==> config.mk <==
export PLATFORM = sky130hd
export DESIGN_NAME = fcbpa_link_ram
export DESIGN_NICKNAME = d
export VERILOG_FILES = /design/src/fcbpa_link_ram.sv
export SDC_FILE = /design/constraint.sdc
export NUM_CORES = 1
export LEC_CHECK = 0
export BUFFER_PORTS_ARGS = -buffer_cell sky130_fd_sc_hd__buf_4
export CAP_MARGIN = 20
export CELL_PAD_IN_SITES_DETAIL_PLACEMENT = 0
export CELL_PAD_IN_SITES_GLOBAL_PLACEMENT = 1
export CORE_MARGIN = 3
export CORE_UTILIZATION = 55
export CTS_CLUSTER_SIZE = 10
export DETAILED_ROUTE_END_ITERATION = 10
export PLACE_DENSITY = 0.84
export SYNTH_ARGS = -nofsm -noshare
export SYNTH_HDL_FRONTEND = slang
export SYNTH_SLANG_ARGS = --single-unit
==> constraint.sdc <==
create_clock -name clk -period 2.9 [get_ports clk]
set_input_delay 0.145 -clock clk [delete_from_list [all_inputs] [get_ports clk]]
set_output_delay 0.145 -clock clk [all_outputs]
set_load 0.1 [all_outputs]
==> src/fcbpa_link_ram.sv <==
// Single-port-write, single-port-read link memory with registered read data.
`timescale 1ns / 1ps

module fcbpa_link_ram #(
	parameter int DEPTH = 64,
	parameter int WIDTH = 7,
	localparam int AW = (DEPTH > 1) ? $clog2(DEPTH) : 1
) (
	input  logic             clk,
	input  logic             we,
	input  logic [AW-1:0]    waddr,
	input  logic [WIDTH-1:0] wdata,
	input  logic             re,
	input  logic [AW-1:0]    raddr,
	output logic [WIDTH-1:0] rdata
);
	logic [WIDTH-1:0] mem [DEPTH];

	// write port
	always_ff @(posedge clk) begin
		if (we) mem[waddr] <= wdata;
	end

	// read port, registered read data
	always_ff @(posedge clk) begin
		if (re) rdata <= mem[raddr];
	end
endmodule

==> flow_summary_export.csv, run 1 <==
group,metric,value,unit
worst_setup_path,r2r_cells,4,
sta,setup_viol,0,
sta,maxSlewHeadroom,0.4156,
worst_setup_path,worst_ep_required_time,3200,ps
die,die_area,34380,um2
worst_setup_path,crit_family,"compound AO/OA/AOI/OAI gates",
yosys,syn_inst,827,
power_and_ir_drop,p_sw,2.736,mW
cts,cts_tree,"yes",
grt,grtUsageTotal,0.2277,
worst_setup_path,end_kind,"flop",
worst_setup_path,slowest_stage,"mux4_2",
cts,post-cts-setup-buffers,0,
sta,fin_crit_sh,0.6656,
finish,fillers,2048,
sta,max_slew.worst_pin.slew,876.7,ps
worst_setup_path,crit_chain,"mux4_2, a22oi_1, a41oi_1, a41o_1",
sta,skew,12.70,ps
power_and_ir_drop,leakage,6.275,nW
sta,rsz0062_at_grt,"no",
cts,htreeDepth,2,
yosys,yosysUniqueCellTypes,37,
sta,hold_viol_final,0,
worst_setup_path,timing.critical_path.buf_inv,0,
place,portBuffers,28,
cts,cts_buffers,51,
finish,antenna_cells,0,
status,status,"finished, final reports clean",
sta,slew_viol_final,0,
place,dp_hpwl,22900,um
worst_setup_path,arrival,2230,ps
power_and_ir_drop,p_comb_frac,0.054,
die,die_w,185.4,um
die,dieHeight,185.4,um
die,start_util,0.5597,
yosys,yosysWarnings,0,
worst_setup_path,cp-start-kind,"flop",
finish,nets,932,
grt,grt_max_degree,65,
cts,clkLatencyLatePin,550,ps
power_and_ir_drop,p_sw_frac,0.2028,
finish,final_area,19910,um2
grt,antenna_found_initial,1,
route,drtPass1Iterations,5,
grt,grt_pass1_vias,8778,
route,drc,0,
cts,path_clk_slew,50,ps
grt,overflow,0,
cts,clock_tree.buffer_depth,3,
place,placed_cell_area,18560,um2
worst_hold_path,holdCritPathClass,"input port to flop",
power_and_ir_drop,seq_power_share,0.543,
yosys,synth_area,17710,um2
yosys,ys_seq_elements,455,
power_and_ir_drop,peakVddDrop,0.4366,mV
sta,fmax,518.1,MHz
place,place_congestion,0.8327,
worst_setup_path,path_max_fanout,1,
route,drt_iter0_drc,1158,
power_and_ir_drop,pwr_density_cell,677.8,nW/um2
cts,clock_tree.root_cell,"clkbuf_16",
grt,grt_pass1_wl,56880,um
route,wl_per_cell,28.87,um
worst_setup_path,crit_cells,4,
sta,period_needed,1930,ps
power_and_ir_drop,clkPwrFrac,0.403,
route,vias,8609,
finish,drive_above_1_share,0.2659,
power_and_ir_drop,p_int,10.76,mW
worst_setup_path,max_stage_delay,470,ps
route,finalWirelength,37990,um
route,ant_nets,0,
cts,cts_sinks,455,
finish,layout-area-overhead-vs-synth,12.43,%
die,ioPinCount,29,
worst_setup_path,critPathKind,"flop to flop",
sta,tns,0,ps
yosys,synth_nets,849,
die,rows,65,
flow_run,max_cap_violations,0,
worst_hold_path,min_path_cells,2,
route,via_per_inst,6.542,
yosys,yosysSeqAreaShare,0.7717,
yosys,syn_avg_cell_area,21.41,um2
die,core_area,31640,um2
power by group through the flow:
stage	Clock [mW]	Combinational [mW]	Sequential (mW)
floorplan	0	0.379	7.51
CTS	5.49	0.738	7.32
finish	5.43	0.734	7.32
detailed placement	0	0.734	7.45
global placement	0	0.723	7.45
global route	5.76	0.778	7.32
final timing paths:
kind                   startpoint  slack (ps)                 end
max          mem[53][0]$_DFFE_PP_         970  rdata[0]$_DFFE_PP_
min                      raddr[5]          40  rdata[2]$_DFFE_PP_
max reg2reg  mem[53][0]$_DFFE_PP_         970  rdata[0]$_DFFE_PP_
min reg2reg  mem[61][5]$_DFFE_PP_         960  rdata[5]$_DFFE_PP_
placed cells by master (no fill, tap or decap), drive strengths merged, types with 2 or more instances in the layout:
master	netlist	layout
nor3b	3	3
inv	2	2
or3	2	2
o22ai	12	12
a22o	3	3
nand3b	4	4
nor3	8	8
nor2	76	76
a32o	2	2
or3b	2	2
a211oi	4	4
o221ai	9	9
and3b	3	3
nand3	9	9
clkbuf	18	56
a41o	2	2
nand2	8	8
o31ai	8	8
a22oi	8	8
o21ai	8	8
mux2i	16	16
nand2b	6	6
buf	27	74
mux4	112	112
mux2	2	2
nor2b	5	5
a21oi	7	7
nand4	2	2
edfxtp	455	455
kinds of logic after synthesis:
family,Yosys count,synth area share
DFF,455,0.7717
muxes,130,0.1528
and+or+nand+nor,130,0.03420
AOI/OAI and AO/OA,65,0.02608
buffers and inverters,47,0.01526
registers in the layout, indices dropped and copies added, names as in the netlist:
signal  flops
rdata       7
mem       448
layout make-up:
class / instances / area [um2] / share of cell area
Sequential cell: 455 / 13660 / 0.6864
Multi-Input combinational cell: 325 / 3772 / 0.1895
Clock buffer: 56 / 1338 / 0.06719
Timing Repair Buffer: 75 / 619.3 / 0.03111
Tap cell: 402 / 503.0 / 0.02527
Inverter: 2 / 7.507 / 0.0003771
Clock inverter: 1 / 3.754 / 0.0001886
worst register-to-register path, stage by stage (launching register included):
cell and delay (ps):
edfxtp_1 370, mux4_2 480, a22oi_1 360, a41oi_1 230
a41o_1 250
through the flow:
step / setup slack (ps) / cells / hold slack (ps) / total power, mW / utilization
after detailed placement: 486.9 / 1258 / 479.4 / 8.188 / 0.5865
after CTS: 996.9 / 1316 / 14.17 / 13.55 / 0.6292
after floorplan: 1115 / 827 / 243.9 / 7.890 / -
after global routing: 933.7 / 1316 / 15.16 / 13.86 / 0.6292
after global placement: 472.8 / 1258 / 475.9 / 8.174 / 0.5865
final: 969.9 / 1316 / 36.17 / 13.49 / 0.6292
repair_timing:
item                                   4_1_cts  5_1_grt
endpoints found under the hold margin        7        0
hold buffers                                 1        0
gates resized for setup                      0        0
setup endpoints to repair                    0        0
routing by layer:
metal,vias up,wire (um),share of wire,global-route usage
li1,3605,-,-,-
met4,2,841,0.022,0.05672
met2,462,17950,0.47,0.3496
met1,4461,15440,0.41,0.3396
met3,79,3739,0.098,0.05302
met5,-,13,0.00034,0
synth_stat cells:
master,instances,area (um2)
inv_1,2,7.510
nor3b_1,3,22.52
clkbuf_1,18,67.56
buf_4,5,37.54
o31ai_1,8,60.06
nor2_1,76,285.3
a22oi_1,8,60.06
a41oi_1,1,8.760
mux2i_1,16,160.2
or3b_2,2,17.52
mux4_2,112,2522
nand2_1,8,30.03
nand3b_1,4,30.03
nor3_1,8,40.04
o221ai_1,9,78.83
a41o_1,2,20.02
o21ai_1,5,25.02
or3_1,2,12.51
buf_8,1,15.01
a211oi_1,4,30.03
a22o_1,3,26.28
buf_2,15,75.07
nand4_1,2,12.51
and3b_1,3,26.28
a21oi_1,7,35.03
nand2b_1,6,37.54
nor2b_1,5,31.28
o22ai_1,12,75.07
a21o_1,1,7.510
a32o_1,2,20.02
and3_1,1,6.260
edfxtp_1,455,13660
nand4b_1,1,8.760
nand3_1,9,45.04
mux2_2,2,22.52
o21ai_0,3,15.01
buf_6,6,67.56
Power figures use the tool's default switching activity.
==> inputs of run 2 (changes only) <==
Settings changed: CORE_UTILIZATION 55 to 50, PLACE_DENSITY 0.84 to 0.81.
Clock period 2.9 ns to 1.6 ns, I/O delays scaled along.
==> run 2 against run 1 <==
Net effect: the run now ends with negative setup slack left; via count up 6.9%; non-clock buffer count rose by 120; combinational power up 120%; critical path type unchanged; critical endpoint unchanged; highest routed layer is now met4.
==> flow_summary_export.csv, run 2 (synthesized netlist as in run 1, its figures left out) <==
group,metric,value,unit
grt,overflow,0,
die,start_util,0.5101,
finish,final_area,21170,um2
power_and_ir_drop,p_total,24.75,mW
grt,grtUsageMet3,0.03701,
finish,final_cell_mix,"edfxtp_1 (455), buf_4 (176), mux4_2 (112), nor2_1 (73), clkbuf_16 (52)",
finish,final_util,0.6097,
grt,grt-busiest-layer,"met2",
flow_run,max_cap_violations,0,
cts,cts_sinks,455,
grt,grtUsageMet1,0.2997,
finish,reg_top3,"mem: 448 flops, rdata: 7 flops",
die,die_w,194.2,um
cts,clock_tree.root_cell,"clkbuf_16",
worst_setup_path,critPathLaunch,"mem[52][0]$_DFFE_PP_",
worst_hold_path,holdCritPathClass,"input port to flop",
die,rows,68,
worst_setup_path,critPathKind,"flop to flop",
die,ioPinCount,29,
route,finalWirelength,40770,um
worst_setup_path,arrival,2080,ps
finish,drive_above_1_share,0.3832,
die,die_area,37710,um2
sta,tns,-846.1,ps
worst_setup_path,r2r_end,"rdata[0]$_DFFE_PP_",
finish,antenna_cells,0,
grt,gr-usage-met2,0.3678,
finish,largest_register,"mem",
finish,nets,1052,
finish,layout-area-overhead-vs-synth,19.54,%
power_and_ir_drop,seq_power_share,0.536,
grt,grt_max_degree,65,
place,dp_slack,-449.6,ps
power_and_ir_drop,p_int,19.61,mW
sta,skew,24.47,ps
finish,largest_reg_flops,448,
sta,fin_crit_sh,1.103,
worst_setup_path,worst_ep_required_time,1920,ps
route,drt_iter0_drc,989,
place,place_inst,1431,
route,wl_per_cell,27.35,um
status,violations,"negative setup slack",
sta,hold_ws,78.17,ps
sta,period_needed,1765,ps
sta,fmax,566.6,MHz
finish,instances_no_fill,1491,
power_and_ir_drop,p_comb_frac,0.064,
worst_setup_path,end_kind,"flop",
cts,clkLatencyLatePin,560,ps
sta,fin_ws,-165.1,ps
worst_setup_path,cp-start-kind,"flop",
sta,rsz0062_at_grt,"yes",
sta,max_slew.worst_pin.slew,722.1,ps
grt,grt_pass1_vias,9606,
route,via_per_inst,6.174,
cts,path_clk_slew,50,ps
die,dieHeight,194.2,um
die,core_area,34710,um2
sta,slew_viol_final,0,
route,vias,9205,
status,status,"finished, violations left",
route,ant_nets,0,
finish,mostFrequentLayoutCell,"edfxtp_1",
grt,grt_pass1_wl,61720,um
sta,hold_viol_final,0,
grt,antenna_found_initial,0,
worst_setup_path,crit_path_end,"rdata[0]$_DFFE_PP_",
power_and_ir_drop,peakVddDrop,0.8723,mV
cts,clock_tree.buffer_depth,3,
worst_setup_path,crit-reg2reg-launch,"mem[52][0]$_DFFE_PP_",
worst_setup_path,r2r_cells,4,
place,place_congestion,0.7990,
power_and_ir_drop,leakage,6.928,nW
worst_setup_path,rrSetupSlack,-170,ps
grt,grtUsageTotal,0.2192,
power_and_ir_drop,p_sw,5.147,mW
power_and_ir_drop,p_sw_frac,0.2079,
sta,setup_viol,7,
worst_setup_path,path_max_fanout,1,
sta,maxSlewHeadroom,0.5186,
power_and_ir_drop,pwr_density_cell,1169,nW/um2
power_and_ir_drop,clkPwrFrac,0.400,
cts,post-cts-setup-buffers,0,
place,placed_cell_area,19610,um2
cts,htreeDepth,2,
route,drtPass1Iterations,4,
cts,cts_buffers,51,
place,dp_hpwl,26110,um
place,portBuffers,28,
route,drc,0,
cts,cts_tree,"yes",
[run 2: changes by cell type in the layout (fill, tap and decap cells not counted), moves of 5 or more]
cell     before  now
buf_4        69  176
buf_12        4   11
o21ai_2       0    6
a22oi_1       8    3
a22oi_2       0    5
[run 2: per-layer routing]
metal	vias to the layer above	part of all wire
li1	3861	-
met1	4882	0.39
met2	387	0.51
met3	75	0.072
met4	0	0.027
met5	-	0
[run 2: critical path: stages (launching register included)]
cell and delay (ps):
edfxtp_1 380, mux4_2 480, a22oi_2 290, a41oi_2 150, a41o_1 230
[run 2: power groups by stage]
stage | Combinational [mW] | Sequential, mW | Clock, mW
2_1_floorplan | 0.708 | 13.6 | 0
3_3_place_gp | 1.49 | 13.5 | 0
3_5_place_dp | 1.52 | 13.5 | 0
4_1_cts | 1.57 | 13.3 | 10.0
5_1_grt | 1.68 | 13.3 | 10.5
6_report | 1.59 | 13.3 | 9.90
[run 2: worst min path at each step]
stage          cells past startpoint     start  slack [ps]              endpoint
3_3_place_gp                       1        re         400    rdata[6]$_DFFE_PP_
3_5_place_dp                       1        re         400    rdata[6]$_DFFE_PP_
2_1_floorplan                      0  wdata[0]         180   mem[0][0]$_DFFE_PP_
5_1_grt                            3  raddr[4]          80    rdata[5]$_DFFE_PP_
4_1_cts                            3  waddr[1]          60  mem[48][4]$_DFFE_PP_
6_report                           3  waddr[1]          80  mem[48][3]$_DFFE_PP_
[run 2: cell type report]
type / count / area (um2)
flip-flops and latches: 455 / 13660
fillers: 2353 / 13550
multi-input cells: 325 / 3954
repair buffers: 195 / 1627
clock buffers: 57 / 1320
well taps: 455 / 569.3
clock inverters: 2 / 25.02
inverters: 2 / 7.507
[run 2: repair_timing]
action | CTS | global route
endpoints found under the hold margin | 55 | 0
hold buffers | 4 | 0
endpoints found under the setup margin | 7 | 7
gates resized for setup | 26 | 17
pin swaps | 12 | 8
==> inputs of run 3 (changes only) <==
Settings changed: BUFFER_PORTS_ARGS -buffer_cell sky130_fd_sc_hd__buf_4 to -buffer_cell sky130_fd_sc_hd__buf_2, CTS_BUF_LIST set to sky130_fd_sc_hd__clkbuf_16.
==> run 3 against run 2 <==
Net effect: the flow still finishes with violations (negative setup slack); core utilization rose by 0.68 points; sequential power barely moved; setup slack got worse by 81 ps; critical path type unchanged; largest cell class unchanged; largest power group unchanged.
==> flow_summary_export.csv, run 3 (synthesized netlist as in run 1, its figures left out) <==
group,metric,value,unit
status,status,"finished, violations left",
status,violations,"negative setup slack",
route,ant_nets,0,
grt,grtUsageTotal,0.2182,
worst_setup_path,timing.critical_path.buf_inv,1,
finish,reg_top3,"mem: 448 flops, rdata: 7 flops",
finish,drive_above_1_share,0.3904,
route,wl_per_cell,27.01,um
sta,fmax,541.7,MHz
place,place_congestion,0.8683,
worst_setup_path,path_max_fanout,1,
worst_setup_path,slowest_stage,"mux4_2",
die,dieHeight,194.2,um
place,dp_slack,-500.6,ps
power_and_ir_drop,pwr_density_cell,1155,nW/um2
cts,cts_sinks,455,
route,finalWirelength,40520,um
route,via_per_inst,6.127,
route,drt_iter0_drc,1093,
cts,clkLatencyLatePin,560,ps
worst_setup_path,r2r_end,"rdata[0]$_DFFE_PP_",
worst_setup_path,end_kind,"flop",
finish,layout-area-overhead-vs-synth,20.87,%
die,core_area,34710,um2
worst_setup_path,crit_chain,"mux4_2, a22oi_2, buf_4, a41oi_4, a41o_1",
sta,fin_ws,-246.2,ps
finish,final_util,0.6165,
worst_setup_path,critPathLaunch,"mem[37][0]$_DFFE_PP_",
route,drc,0,
grt,grt_max_degree,65,
worst_setup_path,crit-reg2reg-launch,"mem[37][0]$_DFFE_PP_",
grt,overflow,0,
cts,clock_tree.buffer_depth,3,
cts,cts_buffers,51,
worst_setup_path,arrival,2150,ps
die,start_util,0.5101,
worst_hold_path,holdCritPathClass,"input port to flop",
die,die_area,37710,um2
grt,grt_pass1_wl,61600,um
worst_hold_path,whs_endpoint,"mem[19][3]$_DFFE_PP_",
worst_setup_path,critPathKind,"flop to flop",
route,vias,9191,
die,die_w,194.2,um
finish,final_cell_mix,"edfxtp_1 (455), buf_4 (145), mux4_2 (112), nor2_1 (75), clkbuf_16 (52)",
sta,rsz0062_at_grt,"yes",
sta,max_slew.worst_pin.slew,534.9,ps
power_and_ir_drop,peakVddDrop,1.044,mV
die,ioPinCount,29,
finish,mostFrequentLayoutCell,"edfxtp_1",
sta,slew_viol_final,0,
finish,nets,1062,
place,dp_hpwl,25830,um
cts,post-cts-setup-buffers,0,
finish,largest_reg_flops,448,
power_and_ir_drop,leakage,7.038,nW
sta,skew,17.89,ps
sta,maxSlewHeadroom,0.6404,
die,rows,68,
flow_run,max_cap_violations,0,
route,drtPass1Iterations,5,
cts,path_clk_slew,50,ps
cts,htreeDepth,2,
sta,fin_crit_sh,1.154,
grt,antenna_found_initial,0,
cts,cts_tree,"yes",
sta,period_needed,1846,ps
sta,hold_viol_final,0,
cts,clock_tree.root_cell,"clkbuf_16",
worst_setup_path,cp-start-kind,"flop",
worst_hold_path,min_path_cells,2,
worst_setup_path,r2r_cells,5,
place,portBuffers,28,
worst_setup_path,crit_family,"compound AO/OA/AOI/OAI gates",
finish,antenna_cells,0,
sta,setup_viol,7,
worst_setup_path,max_stage_delay,500,ps
grt,grt_pass1_vias,9582,
worst_setup_path,worst_ep_required_time,1900,ps
worst_hold_path,worstHoldStart,"wdata[3]",
worst_setup_path,rrSetupSlack,-250,ps
sta,hold_ws,38.61,ps
finish,largest_register,"mem",
==> run 3: layer usage <==
layer / vias up / global-route usage / part of all wire
met2: 478 / 0.3572 / 0.49
met3: 90 / 0.04500 / 0.085
met1: 4759 / 0.3037 / 0.39
met5: - / 0 / 0
li1: 3864 / - / -
met4: 0 / 0.06090 / 0.028
==> run 3: worst max path at each step <==
stage / slack [ps] / to / cells after the start
after CTS: -240 / rdata[0]$_DFFE_PP_ / 5
after floorplan: -50 / rdata[0]$_DFFE_PP_ / 7
after global routing: -270 / rdata[0]$_DFFE_PP_ / 5
after detailed placement: -500 / rdata[4]$_DFFE_PP_ / 6
after global placement: -480 / rdata[4]$_DFFE_PP_ / 6
final: -250 / rdata[0]$_DFFE_PP_ / 5
==> run 3: power by group <==
group	switching, mW	internal [mW]	total (mW)
clock	4.10	5.69	9.79
sequential	0.0286	13.2	13.3
combinational	0.971	0.694	1.67
total	5.10	19.6	24.7
==> run 3: through the flow <==
step	power [mW]	setup TNS, ps	instance area, um2	cells
global placement	15.01	-3455	19660	1431
finish	24.72	-1118	21400	1500
CTS	24.84	-1027	21240	1492
global route	25.45	-1384	21400	1500
detailed placement	15.05	-4129	19680	1432
floorplan	14.32	-1950	17770	827
==> run 3: layout make-up <==
class	count	area [um2]
Fill cell	2334	13310
Tap cell	455	569.3
Timing Repair Buffer	205	1819
Clock inverter	6	40.04
Inverter	2	7.507
Sequential cell	455	13660
Clock buffer	52	1301
Multi-Input combinational cell	325	4001
==> run 3: worst reg2reg max path: stages, from the launching register on <==
cell and delay [ps]:
edfxtp_1 360, mux4_2 500, a22oi_2 220, buf_4 170
a41oi_4 120, a41o_1 220
==> run 3: timing repair <==
action                                  CTS  global route
endpoints found under the hold margin    22            48
gates resized for setup                  38             9
endpoints found under the setup margin    7             7
gates cloned                              0             0
hold buffers                              2             4
pin swaps                                11             5
